**config.mk**
```make
export PLATFORM = sky130hd
export DESIGN_NAME = iss_count
export DESIGN_NICKNAME = d
export VERILOG_FILES = /design/src/iss_pkg.sv /design/src/iss_count.sv
export SDC_FILE = /design/constraint.sdc
export NUM_CORES = 1
export LEC_CHECK = 0
export ABC_CLOCK_PERIOD_IN_PS = 7020
export BUFFER_PORTS_ARGS = -buffer_cell sky130_fd_sc_hd__buf_2
export CORE_MARGIN = 3
export CORE_UTILIZATION = 60
export DETAILED_ROUTE_END_ITERATION = 10
export PLACE_DENSITY_LB_ADDON = 0.12
export SKIP_LAST_GASP = 1
export SLEW_MARGIN = 20
export SYNTH_ARGS = -nofsm -noshare
export SYNTH_HDL_FRONTEND = slang
export SYNTH_SLANG_ARGS = --single-unit
```
**constraint.sdc**
```tcl
create_clock -name i_clk -period 7.02 [get_ports i_clk]
set_input_delay 1.053 -clock i_clk [delete_from_list [all_inputs] [get_ports i_clk]]
set_output_delay 1.053 -clock i_clk [all_outputs]
set_load 0.005 [all_outputs]
```
**src/iss_pkg.sv**
```systemverilog
// Package for the insertion sort block: sizes, widths, cell control and state types.
// Used by every module of the block; depends on nothing else.
`timescale 1ns / 1ps
package iss_pkg;

    // Number of cells in the insertion chain.
    localparam int DEPTH     = 64;
    localparam int VAL_W     = 32;
    localparam int CNT_W     = 11;
    localparam logic [CNT_W-1:0] CNT_MAX = {CNT_W{1'b1}};

    // The shift count is summed in groups of eight compare results.
    localparam int GRP_W     = 8;
    localparam int N_GRP     = (DEPTH + GRP_W - 1) / GRP_W;
    localparam int GRP_CNT_W = $clog2(GRP_W + 1);
    localparam int SUM_W     = $clog2(DEPTH + 1);
    localparam int ADD_W     = ((SUM_W > CNT_W) ? SUM_W : CNT_W) + 1;

    localparam int S_DATA_W  = 32;
    localparam int M_DATA_W  = 48;

    typedef struct packed {
        logic ins;    // insert the broadcast value this cycle
        logic drain;  // move every cell one place toward the output
    } t_cell_ctrl;

    typedef enum logic [1:0] {
        ST_LOAD,
        ST_FLUSH,
        ST_DRAIN
    } t_state;

endpackage

```
**src/iss_count.sv**
```systemverilog
// Shift counter: two-stage registered popcount of the cells' compare results,
// accumulated into a saturating total. Depends on iss_pkg.
`timescale 1ns / 1ps
module iss_count (
    input  logic                      i_clk,
    input  logic                      i_rst_n,
    input  logic [iss_pkg::DEPTH-1:0] i_gt,
    input  logic                      i_clear,
    output logic [iss_pkg::CNT_W-1:0] o_total
);
    import iss_pkg::*;

    logic [N_GRP*GRP_W-1:0]   gt_pad;
    logic [GRP_CNT_W-1:0]     n_grp [N_GRP];
    logic [GRP_CNT_W-1:0]     r_grp [N_GRP];
    logic [SUM_W-1:0]         grp_sum;
    logic [ADD_W-1:0]         total_wide;
    logic [CNT_W-1:0]         r_total;
    logic [CNT_W-1:0]         n_total;

    always_comb begin
        gt_pad            = '0;
        gt_pad[DEPTH-1:0] = i_gt;
    end

    always_comb begin
        for (int g = 0; g < N_GRP; g++) begin
            n_grp[g] = '0;
            for (int b = 0; b < GRP_W; b++) begin
                n_grp[g] = n_grp[g] + GRP_CNT_W'(gt_pad[g*GRP_W+b]);
            end
        end
    end

    always_comb begin
        grp_sum = '0;
        for (int g = 0; g < N_GRP; g++) begin
            grp_sum = grp_sum + SUM_W'(r_grp[g]);
        end
        total_wide = ADD_W'(r_total) + ADD_W'(grp_sum);
        if (i_clear) begin
            n_total = '0;
        end else if (total_wide > ADD_W'(CNT_MAX)) begin
            n_total = CNT_MAX;
        end else begin
            n_total = total_wide[CNT_W-1:0];
        end
    end

    always_ff @(posedge i_clk) begin
        if (!i_rst_n) begin
            for (int g = 0; g < N_GRP; g++) begin
                r_grp[g] <= '0;
            end
            r_total <= '0;
        end else begin
            for (int g = 0; g < N_GRP; g++) begin
                r_grp[g] <= n_grp[g];
            end
            r_total <= n_total;
        end
    end

    assign o_total = r_total;

endmodule

```
==> results of run 1 <==
==> state kept, by name, indices dropped and copies added (netlist names) <==
register and count:
r_grp 32, o_total 11
==> layout make-up <==
type                    count  share of cell area, %
clock buffers               5                  1.679
clock inverters             3                 0.6410
inverters                 109                  9.982
multi-input cells         198                  55.10
flip-flops and latches     43                  21.00
well taps                  72                  2.198
repair buffers             77                  9.402
==> power by group <==
group          switching (mW)  internal, mW
registers              0.0242         0.297
clock network          0.0914        0.0732
logic                   0.504         0.447
==> tightest hold or removal path, stage by stage (launching register included) <==
cell and delay, ns:
dfxtp_1 0.38, nand2_1 0.09, a31oi_1 0.07
==> final timing paths <==
kind,to,slack (ns),from
setup reg to reg,o_total[10],2.88,o_total[2]
hold / removal,o_total[8],0.59,o_total[8]
setup / recovery,o_total[10],2.88,o_total[2]
hold reg to reg,o_total[8],0.59,o_total[8]
==> metal layers <==
metal	GRT usage [%]	routed length [um]	vias to the layer above
met5	0	0	-
met3	2.480	245	4
li1	-	-	1199
met4	5.498	63	0
met2	31.85	3030	55
met1	23.91	2519	1108
==> cells by family after synthesis <==
| group | Yosys count | share of synthesized area (%) |
|---|---|---|
| and+or+nand+nor | 60 | 9.030 |
| adders and majority gates | 96 | 46.35 |
| DFF | 43 | 24.27 |
| AOI/OAI and AO/OA | 30 | 5.326 |
| buffers and inverters | 113 | 12.06 |
| xor gates and xnor gates | 12 | 2.963 |
==> cell usage in the layout (no fill, tap or decap), types with 6 or more instances in the layout <==
cell / count
buf_2: 77
ha_1: 37
dfxtp_1: 43
xnor2_1: 6
inv_1: 109
nor2_1: 9
a21oi_1: 11
nand2_1: 17
fa_1: 59
o21ai_0: 6
and2_1: 20
xor2_1: 6
==> results.toml, run 1 <==
[floorplan]
pin_count = 78
die_area_sq_um = 6871
rows = 27
core_area_sq_um = 5608
die_y_um = 82.89
start_util_pct = 63.25
die_w_um = 82.89

[clocking]
cts-htree-levels = 2
postCtsSetupRepairBufs = 0
clock_latency_ns = 0.29
root_buffer = "clkbuf_8"
clock_path_buffers = 2
cts_tree = "built"
cts_buffers = 5
cts_resized = 0
clkSinkCount = 43
clkTransAtPathRegs_ns = 0.09
cts-hold-fix-buffers = 0

[place]
dp_hpwl_mm = 5.179
gp_congestion = 0.8115
placed_area_sq_um = 4004
dpl.cell_count = 499
place_ws_ns = 2.913
port_buffers = 77

[cells_and_area]
multi_input_area_sq_um = 2258
fill_cells = 449
drive_gt1_share_pct = 20.23
stdcell_count = 507
area_growth_pct = 15.56
diodes = 0
fin_area_sq_um = 4099
seqCellArea_sq_um = 860.8
fin_nets = 597
fin_util_pct = 73.09

[sta]
clock.fmax_ghz = 0.2415
worstMarginPinSlew_ns = 0.5111
rsz0062_at_grt = "no"
finalHoldViolCount = 0
maxSlewViolCount = 0
finalSetupViolCount = 0
tns_ns = 0
relSlewSlack_pct = 65.70
clock_skew_ns = 0.007916
fin_crit_ns = 4.141
fin_crit_sh_pct = 58.98
worst_slack_ns = 2.879
hold_slack_ns = 0.5884

[worst_setup_path]
slowest_delay_ns = 0.55
cp_top_family = "adder cells"
reg2reg_depth = 14
crit_type = "reg -> reg"
cp_common_cell = "fa_1"
cp.required_ns = 7.22
crit_arrival_ns = 4.34
startpoint_type = "flop"
cp_max_fo = 2
cp_cell_sequence = "inv_1, fa_1, inv_1, fa_1, fa_1, fa_1, ha_1, inv_1, fa_1, nor2b_4, o2111a_1, a211oi_1, o21a_1, a311oi_1"
path_buf_inv = 3
cp_slowest_cell = "fa_1"
endpoint_kind = "flop"
path_depth = 14

[global_route]
grt_pass1_vias = 2483
overflow = 0
grt_max_degree = 35
grt_antenna_before_repair = 0
track_usage_pct = 18.35
grt_pass1_wl_mm = 10.38

[route]
drc = 0
antenna_left = 0
first_pass_iters = 6
wirelength_mm = 5.859
wire_per_inst_um = 11.56
via_count = 2366
viasPerCell = 4.667
drt_iter0_drc = 59

[logic_synthesis]
synth-async-reset-ratio_pct = 0
synth_common_cells = "inv_1, fa_1, dfxtp_1"
synth_nets = 517
ys_top_cells_by_area = "fa_1, dfxtp_1, ha_1, inv_1, and2_1"
synthFlopType = "dfxtp_1"
synth_most_common_cell = "inv_1"
synth_top_area_cell = "fa_1"
synth.avg_cell_area_sq_um = 10.02
netlist_instances = 354
ys_types = 32
syn-cell-area_sq_um = 3547
ys_seq_area_share_pct = 24.27
synth_warnings = 0
synth-edff-count = 0
synth_top_area_share_pct = 33.30
synth-seq-cells = 43

[min_path]
holdPathStages = 2
hold_class = "reg -> reg"

[pwr]
powerDensity_nw_per_um2 = 350.3
irDropWorstVdd_mv = 0.3717
power.leakage_nw = 2.267
power_mw = 1.436

[flow_run]
maxCapViolations = 0

[run_status]
run_status = "completed"
(Power assumes the default switching activity.)
==> run 2: changes to the inputs <==
ABC_CLOCK_PERIOD_IN_PS = 3950   (was 7020)
CORE_UTILIZATION = 55   (was 60)
clock period = 3.95 ns   (was 7.02 ns; I/O delays follow)
==> run 2 against run 1 <==
Net effect:
- register-to-register slack got worse by 2.8 ns
- wire length rose by 2.0%
- sequential cell count did not move
- die area rose by 8.4%
- critical endpoint unchanged
- via count rose by 0.93%
- setup slack got worse by 2.8 ns
==> results.toml, run 2 (synthesized netlist as in run 1, its figures left out) <==
[global_route]
grt_antenna_before_repair = 0
grt_max_degree = 35
overflow = 0
grt_pass1_vias = 2531
track_usage_pct = 17.76
grt_pass1_wl_mm = 10.47

[clocking]
cts-hold-fix-buffers = 0
clock_path_buffers = 2
cts_tree = "built"
cts_buffers = 5
clock_latency_ns = 0.30
cts-htree-levels = 2
root_buffer = "clkbuf_8"
clkSinkCount = 43
clkTransAtPathRegs_ns = 0.09

[worst_setup_path]
cp_cell_sequence = "inv_2, fa_1, inv_2, fa_1, fa_1, fa_1, ha_2, inv_2, fa_2, nor2b_4, o2111a_1, a211oi_2, o21a_1, a311oi_1"
cp_slowest_cell = "fa_1"
path_buf_inv = 3
endpoint_kind = "flop"
cp.required_ns = 4.16
path_depth = 14
slowest_delay_ns = 0.55
crit_type = "reg -> reg"
cp_max_fo = 2
endpoint = "o_total[10]"
startpoint = "r_grp[1][6]"
cp_common_cell = "fa_1"
timing.rr.start = "r_grp[1][6]"
crit_arrival_ns = 4.10
cp_top_family = "adder cells"
r2r_slack_ns = 0.06
startpoint_type = "flop"
r2r-end = "o_total[10]"
reg2reg_depth = 14

[sta]
finalHoldViolCount = 0
worst_slack_ns = 0.06338
relSlewSlack_pct = 68.54
fin_crit_sh_pct = 98.40
maxSlewViolCount = 0
tns_ns = 0
finalSetupViolCount = 0
clock.fmax_ghz = 0.2573
worstMarginPinSlew_ns = 0.4720
hold_slack_ns = 0.5852
rsz0062_at_grt = "yes"
clock_skew_ns = 0.006448
fin_crit_ns = 3.887

[floorplan]
core_area_sq_um = 6096
pin_count = 78
start_util_pct = 58.19
die_w_um = 86.31
die_area_sq_um = 7449
die_y_um = 86.31
rows = 28

[place]
dpl.cell_count = 506
dp_hpwl_mm = 5.275
placed_area_sq_um = 4038
gp_congestion = 0.8718
place_ws_ns = -0.1481
port_buffers = 77

[cells_and_area]
fin_area_sq_um = 4178
multi_input_area_sq_um = 2291
seqCellArea_sq_um = 863.3
area_growth_pct = 17.78
stdcell_count = 515
fin_nets = 602
largest_reg_flops = 32
fin_util_pct = 68.53
drive_gt1_share_pct = 23.64
final_cell_mix = "inv_1, buf_2, fa_1"
diodes = 0
mostFrequentLayoutCell = "inv_1"
max_flop_register = "r_grp"
fill_cells = 507

[route]
wire_per_inst_um = 11.60
viasPerCell = 4.637
drc = 0
drt_iter0_drc = 21
antenna_left = 0
via_count = 2388
wirelength_mm = 5.976
first_pass_iters = 4

[run_status]
run_status = "completed"

[pwr]
powerDensity_nw_per_um2 = 653.5
power.leakage_nw = 2.284
power_mw = 2.730
irDropWorstVdd_mv = 0.7635

[min_path]
hold_class = "reg -> reg"
holdPathStages = 3

[flow_run]
maxCapViolations = 0
[run 2: changes by cell type in the layout (fill, tap and decap cells not counted), moves of 2 or more]
cell and delta:
inv_2 +3, inv_6 -2, inv_1 -3, dfxtp_1 -2, dfxtp_2 +2, ha_1 -2, buf_4 +4
[run 2: where the power goes]
part	switching, mW	internal [mW]
combinational	0.952	0.919
sequential	0.0410	0.528
clock	0.163	0.126
total	1.16	1.57
[run 2: area by class of cell]
class | instances | share of cell area [%]
multi-input cells | 198 | 54.84
flip-flops and latches | 43 | 20.66
repair buffers | 82 | 10.21
inverters | 109 | 9.793
well taps | 75 | 2.246
clock buffers | 5 | 1.647
clock inverters | 3 | 0.5990
[run 2: how the worst min path moves through the flow]
stage	startpoint	to	slack, ns
after floorplan	o_total[8]	o_total[8]	0.55
after global placement	o_total[9]	o_total[9]	0.56
after detailed placement	o_total[8]	o_total[8]	0.58
after CTS	o_total[8]	o_total[8]	0.59
after global routing	i_gt[34]	r_grp[1][0]	0.61
final	o_total[10]	o_total[10]	0.59
[run 2: per-layer routing]
layer / vias up / wire length (um) / GRT usage (%)
li1: 1207 / - / -
met1: 1113 / 2524 / 23.00
met2: 60 / 3082 / 30.20
met3: 8 / 278 / 3.232
met4: 0 / 91 / 5.949
met5: - / 0 / 0
[run 2: tightest hold or removal path, delay by kind of cell, from the launching register on]
kind / cells / cell delay (ns)
AO/OA/AOI/OAI: 2 / 0.15
buffers and inverters: 1 / 0.07
flip-flops: 1 / 0.33
[run 2: what timing repair did]
| item | in CTS | in global routing |
|---|---|---|
| buffers inserted | 1 | 0 |
| pin swaps | 8 | 9 |
| gates resized for setup | 6 | 6 |
| setup endpoints to repair | 2 | 11 |
| endpoints found under the hold margin | 0 | 0 |
