<file path="config.mk">
export PLATFORM = sky130hd
export DESIGN_NAME = iss_cell
export DESIGN_NICKNAME = d
export VERILOG_FILES = /design/src/iss_pkg.sv /design/src/iss_cell.sv
export SDC_FILE = /design/constraint.sdc
export NUM_CORES = 1
export LEC_CHECK = 0
export BUFFER_PORTS_ARGS = -buffer_cell sky130_fd_sc_hd__buf_4
export CORE_MARGIN = 2
export CORE_UTILIZATION = 49
export DETAILED_ROUTE_END_ITERATION = 8
export PLACE_DENSITY_LB_ADDON = 0.3
export RECOVER_POWER = 50
export SYNTH_ARGS = -nofsm -noshare
export SYNTH_HDL_FRONTEND = slang
export SYNTH_SLANG_ARGS = --single-unit
</file>
<file path="constraint.sdc">
create_clock -name i_clk -period 7.9 [get_ports i_clk]
set_clock_uncertainty 0.2 [all_clocks]
set_input_delay 0.79 -clock i_clk [delete_from_list [all_inputs] [get_ports i_clk]]
set_output_delay 0.79 -clock i_clk [all_outputs]
set_load 0.1 [all_outputs]
</file>
<file path="src/iss_pkg.sv">
// Package for the insertion sort block: sizes, widths, cell control and state types.
// Used by every module of the block; depends on nothing else.
`timescale 1ns / 1ps
package iss_pkg;

    // Number of cells in the insertion chain.
    localparam int DEPTH     = 64;
    localparam int VAL_W     = 32;
    localparam int CNT_W     = 11;
    localparam logic [CNT_W-1:0] CNT_MAX = {CNT_W{1'b1}};

    // The shift count is summed in groups of eight compare results.
    localparam int GRP_W     = 8;
    localparam int N_GRP     = (DEPTH + GRP_W - 1) / GRP_W;
    localparam int GRP_CNT_W = $clog2(GRP_W + 1);
    localparam int SUM_W     = $clog2(DEPTH + 1);
    localparam int ADD_W     = ((SUM_W > CNT_W) ? SUM_W : CNT_W) + 1;

    localparam int S_DATA_W  = 32;
    localparam int M_DATA_W  = 48;

    typedef struct packed {
        logic ins;    // insert the broadcast value this cycle
        logic drain;  // move every cell one place toward the output
    } t_cell_ctrl;

    typedef enum logic [1:0] {
        ST_LOAD,
        ST_FLUSH,
        ST_DRAIN
    } t_state;

endpackage

</file>
<file path="src/iss_cell.sv">
// One cell of the insertion chain: holds one sorted value and its valid bit.
// Depends on iss_pkg.
`timescale 1ns / 1ps
module iss_cell (
    input  logic                          i_clk,
    input  logic                          i_rst_n,
    input  iss_pkg::t_cell_ctrl           i_ctrl,
    input  logic signed [iss_pkg::VAL_W-1:0] i_new_value,
    input  logic signed [iss_pkg::VAL_W-1:0] i_prev_value,
    input  logic                          i_prev_valid,
    input  logic                          i_prev_open,
    input  logic signed [iss_pkg::VAL_W-1:0] i_next_value,
    input  logic                          i_next_valid,
    output logic signed [iss_pkg::VAL_W-1:0] o_value,
    output logic                          o_valid,
    output logic                          o_open,
    output logic                          o_gt
);
    import iss_pkg::*;

    logic signed [VAL_W-1:0] r_value;
    logic                    r_valid;
    logic signed [VAL_W-1:0] n_value;
    logic                    n_valid;

    // A cell is open when it is empty or holds a value greater than the new one;
    // open cells take their left neighbor's value, or the new value if that
    // neighbor stays put.
    assign o_gt   = r_valid && (r_value > i_new_value);
    assign o_open = !r_valid || o_gt;

    always_comb begin
        n_value = r_value;
        n_valid = r_valid;
        if (i_ctrl.drain) begin
            n_value = i_next_value;
            n_valid = i_next_valid;
        end else if (i_ctrl.ins && o_open) begin
            n_value = i_prev_open ? i_prev_value : i_new_value;
            n_valid = r_valid | i_prev_valid;
        end
    end

    always_ff @(posedge i_clk) begin
        r_value <= n_value;
    end

    always_ff @(posedge i_clk) begin
        if (!i_rst_n) begin
            r_valid <= 1'b0;
        end else begin
            r_valid <= n_valid;
        end
    end

    assign o_value = r_value;
    assign o_valid = r_valid;

endmodule

</file>
==> run_results.csv, run 1 <==
group,metric,value,unit
synth,netlist_top_cells_area,"sky130_fd_sc_hd__edfxtp_1 39%, sky130_fd_sc_hd__ha_1 16%, sky130_fd_sc_hd__mux2i_1 13%, sky130_fd_sc_hd__o21ai_0 7.2%, sky130_fd_sc_hd__nand2_1 5.9%",
sta,timing.setup.tns,0,ps
synth,yosys.cell_types.count,28,
finish,finish.utilization,74.4,%
clocking,cts.hold.buffers_added,0,
sta,max_slew.worst_pin.slew,2360,ps
placement,globalplace.congestion,0.780,
synth,synth.net_count,399,
setup_path,arrival,2960,ps
setup_path,timing.critical_path.required,6910,ps
detailed_routing,route.antenna.remaining_nets,0,
global_route,grt_start_max_net_pins,67,
sta,finalMaxSlewViolations,100,
detailed_routing,routed_wirelength,6610,um
sta,rsz0062_at_grt,"false",
clocking,cts_repair_resize_count,0,
placement,dp.cells,457,
setup_path,reg2reg_setup_slack,4420,ps
synth,post-synth-top-area-cell,"sky130_fd_sc_hd__edfxtp_1",
floorplan,coreArea,4820,um2
detailed_routing,vias,2409,
detailed_routing,via_per_inst,5.18,
power,power.leakage,1.83,nW
floorplan,die_w,75.3,um
worst_hold_path,hp-class,"flip-flop to flip-flop",
sta,fin_hold_ws,376,ps
clocking,tritoncts,"yes",
global_route,antenna_found_initial,0,
clocking,clock_sinks,33,
global_route,first_global_vias,2384,
synth,synth.ff_latch_count,33,
detailed_routing,post_drt_wl_per_cell,14.2,um
power,comb_power_share,47.2,%
sta,worst_slack,3950,ps
finish,num_antenna_cells,0,
power,pwr-share-seq,33.6,%
floorplan,initial_utilization,51.7,%
global_route,globalRouteOverflowTotal,0,
status,outcome,"complete, but fails checks",
placement,io_buffers,137,
setup_path,critPathMaxFanout,3,
status,violations,"max-capacitance violations, max-slew violations",
finish,final_cells,465,
finish,finalInstanceArea,3580,um2
power,ir_worst_vdd,0.147,mV
clocking,clock_insertion_delay_worst_skew,280,ps
finish,nets,532,
synth,syn_area_per_cell,9.43,um2
sta,post_layout_minimum_cycle_time,3950,ps
floorplan,rows,25,
global_route,grt_util_met3,6.96,%
power,p_sw,0.307,mW
floorplan,io_count,138,
global_route,grt_util_met1,27.0,%
placement,hpwl,5260,um
floorplan,die_y,75.3,um
synth,syn_area,2490,um2
synth,synth_top_cell_area_share,38.6,%
power,power.switching_fraction,44.7,%
global_route,most_crowded_layer_after_global_routing,"met2",
sta,fmax,253,MHz
power,total_power,0.688,mW
clocking,cts-buffers-inserted,5,
global_route,grtUsageMet2,41.4,%
placement,dpl_cell_area,3570,um2
sta,period_share,50.0,%
placement,dp_slack,3860,ps
flow_run,timing.max_cap.violations,2,
synth,yosysWarningCount,0,
sta,finalSetupViolCount,0,
detailed_routing,drt_pass1_iterations,4,
setup_path,worstSetupPathType,"input pin to primary output",
detailed_routing,drcViolationCount,0,
finish,drive_gt1_share,31.4,%
power,powerDensity,192,nW/um2
finish,area_growth_syn_to_layout,44.0,%
power,p_int,0.381,mW
setup_path,timing.critical_path.from_type,"input pin",
sta,timing.final.hold_violations,0,
floorplan,die-area,5670,um2
setup_path,crit_path_end_kind,"primary output",
power,clock_power_share,19.2,%
clocking,post_cts_buffers,0,
clocking,path_clk_slew,60,ps
global_route,grt_first_pass_wirelength,10000,um
clocking,htree_levels,2,
detailed_routing,drt_iter0_drc,87,
clocking,clockRootBuffer,"sky130_fd_sc_hd__clkbuf_8",
clocking,cts-root-to-sink-buffers,2,
synth,syn_inst,264,
sta,slew_headroom,-57.1,%
global_route,gr-usage-all-layers,23.2,%
synth,part_of_the_yosys_area_used_for_sequential_elements,39.4,%
-- Yosys cell counts --
| cell type | instances |
|---|---|
| sky130_fd_sc_hd__buf_2 | 2 |
| sky130_fd_sc_hd__a41o_1 | 1 |
| sky130_fd_sc_hd__nor2_1 | 4 |
| sky130_fd_sc_hd__nand2b_1 | 1 |
| sky130_fd_sc_hd__nor2b_1 | 1 |
| sky130_fd_sc_hd__and2_0 | 1 |
| sky130_fd_sc_hd__a22o_1 | 1 |
| sky130_fd_sc_hd__a211o_1 | 2 |
| sky130_fd_sc_hd__ha_1 | 32 |
| sky130_fd_sc_hd__a221o_1 | 1 |
| sky130_fd_sc_hd__buf_1 | 1 |
| sky130_fd_sc_hd__o31a_1 | 1 |
| sky130_fd_sc_hd__a21o_1 | 3 |
| sky130_fd_sc_hd__o21ai_2 | 1 |
| sky130_fd_sc_hd__nand3_1 | 2 |
| sky130_fd_sc_hd__edfxtp_1 | 32 |
| sky130_fd_sc_hd__a21oi_1 | 14 |
| sky130_fd_sc_hd__mux2i_1 | 32 |
| sky130_fd_sc_hd__o21ai_0 | 36 |
| sky130_fd_sc_hd__o211ai_1 | 1 |
| sky130_fd_sc_hd__a2111o_1 | 1 |
| sky130_fd_sc_hd__clkbuf_1 | 8 |
| sky130_fd_sc_hd__nand4_1 | 7 |
| sky130_fd_sc_hd__nor4_1 | 2 |
| sky130_fd_sc_hd__nand2_1 | 39 |
| sky130_fd_sc_hd__dfxtp_1 | 1 |
| sky130_fd_sc_hd__inv_1 | 36 |
| sky130_fd_sc_hd__or4_1 | 1 |
-- logic make-up (layout without fill, tap and decap cells) --
logic type / Yosys count / in the layout / share of synthesized area, %
mux: 32 / 32 / 12.9
buf+inv: 47 / 181 / 7.19
flops: 33 / 33 / 39.4
fa+ha+maj: 32 / 32 / 16.1
simple gates: 58 / 58 / 10.2
compound gates: 62 / 62 / 14.3
-- worst paths after layout --
| kind | start | to | cells past startpoint |
|---|---|---|---|
| setup / recovery | i_new_value[19] | o_gt | 10 |
| setup reg to reg | o_value[17] | o_value[27] | 7 |
| hold reg to reg | o_valid | o_valid | 2 |
| hold / removal | o_valid | o_valid | 2 |
-- flip-flops by register name, summed over array words and instances (netlist names) --
| signal | flops |
|---|---|
| o_value | 32 |
| o_valid | 1 |
-- per-layer routing --
| metal | vias up | share of wire, % |
|---|---|---|
| li1 | 1210 | - |
| met1 | 1095 | 40 |
| met2 | 95 | 51 |
| met3 | 9 | 8.2 |
| met4 | 0 | 1.2 |
| met5 | - | 0 |
-- power groups by stage --
| stage | combinational (mW) | sequential, mW | clock [mW] |
|---|---|---|---|
| after global routing | 0.344 | 0.234 | 0.141 |
| after CTS | 0.334 | 0.232 | 0.134 |
| after global placement | 0.326 | 0.234 | 0 |
| after detailed placement | 0.333 | 0.235 | 0 |
| final | 0.325 | 0.231 | 0.132 |
| after floorplan | 0.0836 | 0.385 | 0 |
-- cell type report --
class / count / area, um2
clock buffer: 8 / 90.1
fill: 410 / 1230
inverter: 36 / 135
multi-input combinational: 184 / 1340
sequential: 33 / 981
tap: 67 / 83.8
timing repair buffer: 137 / 957
-- placed cells by master (no fill, tap or decap) --
cell	count
sky130_fd_sc_hd__dfxtp_1	1
sky130_fd_sc_hd__nand2_1	39
sky130_fd_sc_hd__or4_1	1
sky130_fd_sc_hd__a41o_1	1
sky130_fd_sc_hd__a2111o_1	1
sky130_fd_sc_hd__nand4_1	7
sky130_fd_sc_hd__inv_1	36
sky130_fd_sc_hd__mux2i_1	32
sky130_fd_sc_hd__edfxtp_1	32
sky130_fd_sc_hd__o211ai_1	1
sky130_fd_sc_hd__nand2b_1	1
sky130_fd_sc_hd__a21o_1	3
sky130_fd_sc_hd__o21ai_0	36
sky130_fd_sc_hd__a221o_1	1
sky130_fd_sc_hd__nor2_1	4
sky130_fd_sc_hd__o31a_1	1
sky130_fd_sc_hd__nand3_1	2
sky130_fd_sc_hd__a211o_1	2
sky130_fd_sc_hd__o21ai_4	1
sky130_fd_sc_hd__clkbuf_8	6
sky130_fd_sc_hd__and2_0	1
sky130_fd_sc_hd__clkbuf_1	21
sky130_fd_sc_hd__nor4_1	2
sky130_fd_sc_hd__ha_1	32
sky130_fd_sc_hd__buf_4	118
sky130_fd_sc_hd__a21oi_1	14
sky130_fd_sc_hd__nor2b_1	1
sky130_fd_sc_hd__a22o_1	1
-- critical path, cell delays in order --
cell and delay (ps):
sky130_fd_sc_hd__buf_4 80, sky130_fd_sc_hd__inv_1 40, sky130_fd_sc_hd__ha_1 310, sky130_fd_sc_hd__and2_0 190, sky130_fd_sc_hd__a221o_1 300, sky130_fd_sc_hd__a22o_1 260
sky130_fd_sc_hd__o31a_1 240, sky130_fd_sc_hd__a211o_1 340, sky130_fd_sc_hd__nor2_1 120, sky130_fd_sc_hd__buf_4 300
No activity file was read; power rests on OpenSTA's default activity.
==> run 2: changes to the inputs <==
--- a/config.mk
+++ b/config.mk
@@ -7,7 +7,7 @@
 export LEC_CHECK = 0
 export BUFFER_PORTS_ARGS = -buffer_cell sky130_fd_sc_hd__buf_4
 export CORE_MARGIN = 2
-export CORE_UTILIZATION = 49
+export CORE_UTILIZATION = 41
 export DETAILED_ROUTE_END_ITERATION = 8
 export PLACE_DENSITY_LB_ADDON = 0.3
 export RECOVER_POWER = 50
==> constraint.sdc (replaced) <==
create_clock -name i_clk -period 3.2 [get_ports i_clk]
set_clock_uncertainty 0.2 [all_clocks]
set_input_delay 0.32 -clock i_clk [delete_from_list [all_inputs] [get_ports i_clk]]
set_output_delay 0.32 -clock i_clk [all_outputs]
set_load 0.1 [all_outputs]
==> run 2 against run 1 <==
Compared with the run above:
- the run still ends with max-capacitance violations, max-slew violations left
- critical path depth down 2
- non-clock buffer count up 6
- routed wire length up 0.98%
- cell area up 4.6%
==> run_results.csv, run 2 (same netlist as run 1, synthesis figures left out) <==
group,metric,value,unit
finish,nets,538,
sta,post_layout_minimum_cycle_time,3130,ps
setup_path,timing.critical_path.required,2680,ps
global_route,first_global_vias,2391,
placement,dp_slack,182,ps
floorplan,die-area,6710,um2
clocking,clock_insertion_delay_worst_skew,280,ps
power,power.switching_fraction,44.7,%
setup_path,cpMostUsedCell,"sky130_fd_sc_hd__nand4_1",
clocking,cts-root-to-sink-buffers,2,
global_route,globalRouteOverflowTotal,0,
finish,drive_gt1_share,34.4,%
setup_path,worstSetupPathType,"flip-flop to primary output",
clocking,clockRootBuffer,"sky130_fd_sc_hd__clkbuf_8",
clocking,cts-buffers-inserted,5,
flow_run,timing.max_cap.violations,1,
placement,dp.cells,467,
global_route,antenna_found_initial,0,
finish,mostFrequentLayoutCells,"122 x sky130_fd_sc_hd__buf_4, 38 x sky130_fd_sc_hd__nand2_1, 36 x sky130_fd_sc_hd__inv_1, 36 x sky130_fd_sc_hd__o21ai_0",
finish,area_growth_syn_to_layout,50.6,%
global_route,grt_first_pass_wirelength,10200,um
floorplan,initial_utilization,42.3,%
finish,num_antenna_cells,0,
floorplan,die_y,81.9,um
setup_path,critPathMaxFanout,3,
sta,finalMaxSlewViolations,67,
floorplan,die_w,81.9,um
setup_path,crit_slowest_cell,"sky130_fd_sc_hd__edfxtp_1",
power,total_power,1.71,mW
setup_path,reg2reg_setup_slack,130,ps
placement,io_buffers,137,
sta,rsz0062_at_grt,"true",
finish,final_cells,479,
sta,fmax,319,MHz
sta,finalSetupViolCount,0,
power,power.leakage,1.88,nW
sta,period_share,97.9,%
detailed_routing,route.antenna.remaining_nets,0,
detailed_routing,post_drt_wl_per_cell,13.9,um
power,powerDensity,457,nW/um2
setup_path,arrival,2610,ps
power,p_int,0.948,mW
detailed_routing,drcViolationCount,0,
power,p_sw,0.766,mW
power,comb_power_share,49.1,%
clocking,path_clk_slew,70,ps
clocking,cts.hold.buffers_added,0,
clocking,htree_levels,2,
setup_path,delay_contributed_by_the_slowest_stage_of_the_critical_path,420,ps
detailed_routing,drt_pass1_iterations,7,
floorplan,rows,28,
setup_path,crit_path_end_kind,"primary output",
detailed_routing,drt_iter0_drc,59,
sta,slew_headroom,-49.7,%
detailed_routing,via_per_inst,4.99,
placement,hpwl,5350,um
sta,max_slew.worst_pin.slew,2250,ps
global_route,grt_start_max_net_pins,67,
power,clock_power_share,17.5,%
worst_hold_path,hp-class,"input pin to flip-flop",
placement,globalplace.congestion,0.776,
sta,worst_slack,66.6,ps
finish,mostFrequentLayoutCell,"sky130_fd_sc_hd__buf_4",
placement,dpl_cell_area,3630,um2
detailed_routing,routed_wirelength,6670,um
setup_path,timing.reg2reg.worst_path_depth,9,
setup_path,cp_cell_sequence,"ha_1 -> nand4_1 -> nor4_2 -> nand4_1 -> a41o_1 -> a211o_4 -> nor2_4 -> buf_12",
clocking,clock_sinks,33,
finish,finish.utilization,63.7,%
floorplan,io_count,138,
status,outcome,"complete, but fails checks",
power,pwr-share-seq,33.4,%
detailed_routing,vias,2389,
setup_path,timing.critical_path.from_type,"flip-flop",
sta,timing.final.hold_violations,0,
clocking,tritoncts,"yes",
finish,number_of_flip_flops_under_the_largest_register_name,32,
floorplan,coreArea,5890,um2
power,ir_worst_vdd,0.298,mV
global_route,gr-usage-all-layers,19.6,%
worst_hold_path,hold_depth,3,
status,violations,"max-capacitance violations, max-slew violations",
finish,finalInstanceArea,3750,um2
[run 2: worst paths after layout]
check                    from     endpoint
setup / recovery  o_value[24]         o_gt
hold / removal        i_rst_n      o_valid
setup reg to reg  o_value[24]  o_value[14]
hold reg to reg       o_valid      o_valid
[run 2: cell type report]
| type | count | area (um2) |
|---|---|---|
| Inverter | 36 | 135 |
| Tap cell | 75 | 93.8 |
| Sequential cell | 33 | 981 |
| Multi-Input combinational cell | 184 | 1400 |
| Fill cell | 524 | 2140 |
| Timing Repair Buffer | 143 | 1060 |
| Clock buffer | 8 | 80.1 |
[run 2: power by group through the flow]
stage                     logic [mW]  registers, mW  clock network [mW]
after floorplan                0.213          0.951                   0
after global placement         0.826          0.577                   0
after detailed placement       0.836          0.581                   0
after CTS                      0.841          0.572               0.311
after global routing           0.894          0.580               0.324
final                          0.841          0.573               0.300
[run 2: routing by layer]
| layer | up-vias | GRT usage (%) | routed length [um] |
|---|---|---|---|
| met2 | 82 | 34.8 | 3460 |
| met1 | 1076 | 22.2 | 2650 |
| met3 | 11 | 4.29 | 427 |
| met4 | 0 | 9.00 | 131 |
| li1 | 1220 | - | - |
| met5 | - | 0 | 0 |
[run 2: metrics by stage]
stage	hold WS [ps]	TNS [ps]
finish	97.9	0
global route	110	-68.9
CTS	93.5	0
detailed placement	372	0
global placement	361	0
floorplan	258	-17080
[run 2: critical path: cells and delay by family (launching register included)]
kind | cells | cell delay (ps)
simple gates | 4 | 810
compound gates | 2 | 610
flops | 1 | 420
fa+ha+maj | 1 | 300
buf+inv | 1 | 180
[run 2: repair_timing]
action / 4_1_cts / 5_1_grt
cloned: 0 / 0
pin swaps: 0 / 4
gates resized for setup: 3 / 9
setup buffers: 0 / 4
setup endpoints to repair: 2 / 2
==> run 3: changes to the inputs <==
--- a/config.mk
+++ b/config.mk
@@ -6,8 +6,10 @@
 export NUM_CORES = 1
 export LEC_CHECK = 0
 export BUFFER_PORTS_ARGS = -buffer_cell sky130_fd_sc_hd__buf_4
+export CELL_PAD_IN_SITES_DETAIL_PLACEMENT = 1
+export CELL_PAD_IN_SITES_GLOBAL_PLACEMENT = 1
 export CORE_MARGIN = 2
-export CORE_UTILIZATION = 41
+export CORE_UTILIZATION = 29
 export DETAILED_ROUTE_END_ITERATION = 8
 export PLACE_DENSITY_LB_ADDON = 0.3
 export RECOVER_POWER = 50
==> run 3 against run 2 <==
Compared with the run above:
- the flow still finishes with violations (max-capacitance violations, max-slew violations)
- sequential cell count unchanged
- critical endpoint unchanged
- largest cell class unchanged
- first-iteration DRC count down 27%
- register-to-register slack better by 50 ps
- global-route usage down 3.1 points
- maximum frequency up 1.0%
- core utilization down 18 points
- die area up 39%
==> run_results.csv, run 3 (same netlist as run 1, synthesis figures left out) <==
group,metric,value,unit
status,outcome,"complete, but fails checks",
status,violations,"max-capacitance violations, max-slew violations",
clocking,cts-root-to-sink-buffers,2,
placement,hpwl,6180,um
finish,register_area,981,um2
clocking,path_clk_slew,70,ps
floorplan,die-area,9340,um2
sta,post_layout_minimum_cycle_time,3100,ps
worst_hold_path,hold-path-endpoint,"o_valid",
floorplan,rows,33,
sta,timing.final.hold_violations,0,
clocking,clockRootBuffer,"sky130_fd_sc_hd__clkbuf_8",
global_route,first_global_vias,2644,
detailed_routing,via_per_inst,4.76,
setup_path,delay_contributed_by_the_slowest_stage_of_the_critical_path,430,ps
global_route,globalRouteOverflowTotal,0,
sta,rsz0062_at_grt,"true",
setup_path,worst_path_bufs_invs,1,
sta,max_slew.worst_pin.slew,2350,ps
detailed_routing,route.antenna.remaining_nets,0,
clocking,tritoncts,"yes",
detailed_routing,routed_wirelength,7550,um
floorplan,io_count,138,
setup_path,critPathMaxFanout,3,
global_route,gr-usage-all-layers,16.4,%
setup_path,worst-path-stages,8,
placement,dp_slack,96.3,ps
worst_hold_path,min_from,"i_rst_n",
sta,period_share,96.9,%
clocking,htree_levels,2,
placement,io_buffers,137,
floorplan,coreArea,8260,um2
sta,timing.setup.tns,0,ps
floorplan,die_y,96.7,um
placement,dp.cells,497,
detailed_routing,drt_iter0_drc,43,
finish,area_growth_syn_to_layout,52.7,%
placement,dpl_cell_area,3650,um2
sta,worst_slack,98.5,ps
finish,num_antenna_cells,0,
finish,mostFrequentLayoutCells,"133 x sky130_fd_sc_hd__buf_4, 38 x sky130_fd_sc_hd__nand2_1, 36 x sky130_fd_sc_hd__inv_1, 36 x sky130_fd_sc_hd__o21ai_0",
power,ir_worst_vdd,0.181,mV
finish,nets,537,
finish,multi_input_comb_area,1400,um2
clocking,clock_insertion_delay_worst_skew,280,ps
setup_path,timing.reg2reg.worst_path_depth,9,
setup_path,critical-path-top-delay-family,"simple AND/OR/NAND/NOR gates",
detailed_routing,vias,2413,
power,power.leakage,1.92,nW
detailed_routing,post_drt_wl_per_cell,14.9,um
setup_path,arrival,2580,ps
global_route,antenna_found_initial,0,
finish,fill_cells,995,
floorplan,initial_utilization,30.2,%
sta,finalSetupViolCount,0,
sta,slew_headroom,-56.6,%
power,powerDensity,454,nW/um2
setup_path,crit_path_end_kind,"primary output",
sta,finalMaxSlewViolations,67,
detailed_routing,drcViolationCount,0,
setup_path,reg2reg_setup_slack,180,ps
placement,globalplace.congestion,0.750,
worst_hold_path,hold_depth,3,
setup_path,timing.critical_path.from_type,"flip-flop",
detailed_routing,drt_pass1_iterations,4,
floorplan,die_w,96.7,um
setup_path,timing.critical_path.required,2680,ps
finish,final_cells,507,
power,total_power,1.73,mW
global_route,grt_start_max_net_pins,67,
clocking,clock_sinks,33,
finish,finalInstanceArea,3800,um2
sta,fmax,322,MHz
worst_hold_path,hp-class,"input pin to flip-flop",
finish,mostFrequentLayoutCell,"sky130_fd_sc_hd__buf_4",
setup_path,regToRegEndpoint,"o_value[3]",
flow_run,timing.max_cap.violations,1,
setup_path,worstSetupPathType,"flip-flop to primary output",
setup_path,cp_cell_sequence,"ha_4 -> nand4_1 -> nor4_4 -> nand4_1 -> a41o_1 -> a211o_4 -> nor2_4 -> buf_12",
finish,drive_gt1_share,36.8,%
setup_path,cpMostUsedCell,"sky130_fd_sc_hd__nand4_1",
global_route,grt_first_pass_wirelength,12600,um
clocking,cts-buffers-inserted,5,
setup_path,regToRegStartpoint,"o_value[31]",
setup_path,crit_slowest_cell,"sky130_fd_sc_hd__edfxtp_1",
finish,number_of_flip_flops_under_the_largest_register_name,32,
[run 3: cell count changes in the layout (fill, tap and decap cells not counted)]
cell / before / now
sky130_fd_sc_hd__clkinv_1: 0 / 1
sky130_fd_sc_hd__buf_4: 122 / 133
sky130_fd_sc_hd__nor4_4: 0 / 1
sky130_fd_sc_hd__ha_4: 3 / 2
sky130_fd_sc_hd__clkbuf_1: 20 / 7
sky130_fd_sc_hd__nor4_2: 1 / 0
sky130_fd_sc_hd__ha_1: 29 / 30
sky130_fd_sc_hd__buf_12: 4 / 3
[run 3: area by class of cell]
class / count / area share (%)
Multi-Input combinational cell: 184 / 36.7
Tap cell: 105 / 3.46
Timing Repair Buffer: 142 / 28.4
Sequential cell: 33 / 25.8
Clock buffer: 6 / 1.91
Clock inverter: 1 / 0.0987
Inverter: 36 / 3.55
[run 3: worst max-delay path by stage]
stage | start | to | slack (ps)
finish | o_value[31] | o_gt | 100
detailed placement | i_new_value[29] | o_value[24] | 100
global placement | i_new_value[29] | o_value[21] | 220
global route | o_value[30] | o_gt | -80
floorplan | o_value[19] | o_value[0] | -520
CTS | o_value[27] | o_gt | 20
[run 3: where the power goes]
part / internal, mW / switching (mW)
clock network: 0.147 / 0.147
logic: 0.264 / 0.594
registers: 0.541 / 0.0314
[run 3: tightest hold or removal path, cell delays in order]
cell and delay [ps]:
sky130_fd_sc_hd__buf_4 100, sky130_fd_sc_hd__o21ai_0 60, sky130_fd_sc_hd__a21oi_1 40
[run 3: per-layer routing]
metal	global-route usage [%]	wire length (um)	up-vias
met5	0	0	-
li1	-	-	1219
met3	4.34	456	4
met4	2.93	38	0
met2	29.8	3850	83
met1	19.7	3200	1107
[run 3: what timing repair did]
action / 4_1_cts / 5_1_grt
hold buffers: 0 / 0
pin swaps: 1 / 4
setup buffers: 0 / 3
resized for setup: 3 / 8
endpoints found under the setup margin: 2 / 2
[run 3: through the flow]
step	hold slack (ps)	utilization (%)
6_report	85.6	46.0
4_1_cts	79.0	45.3
5_1_grt	127	46.0
3_3_place_gp	369	44.2
3_5_place_dp	371	44.2
2_1_floorplan	258	-
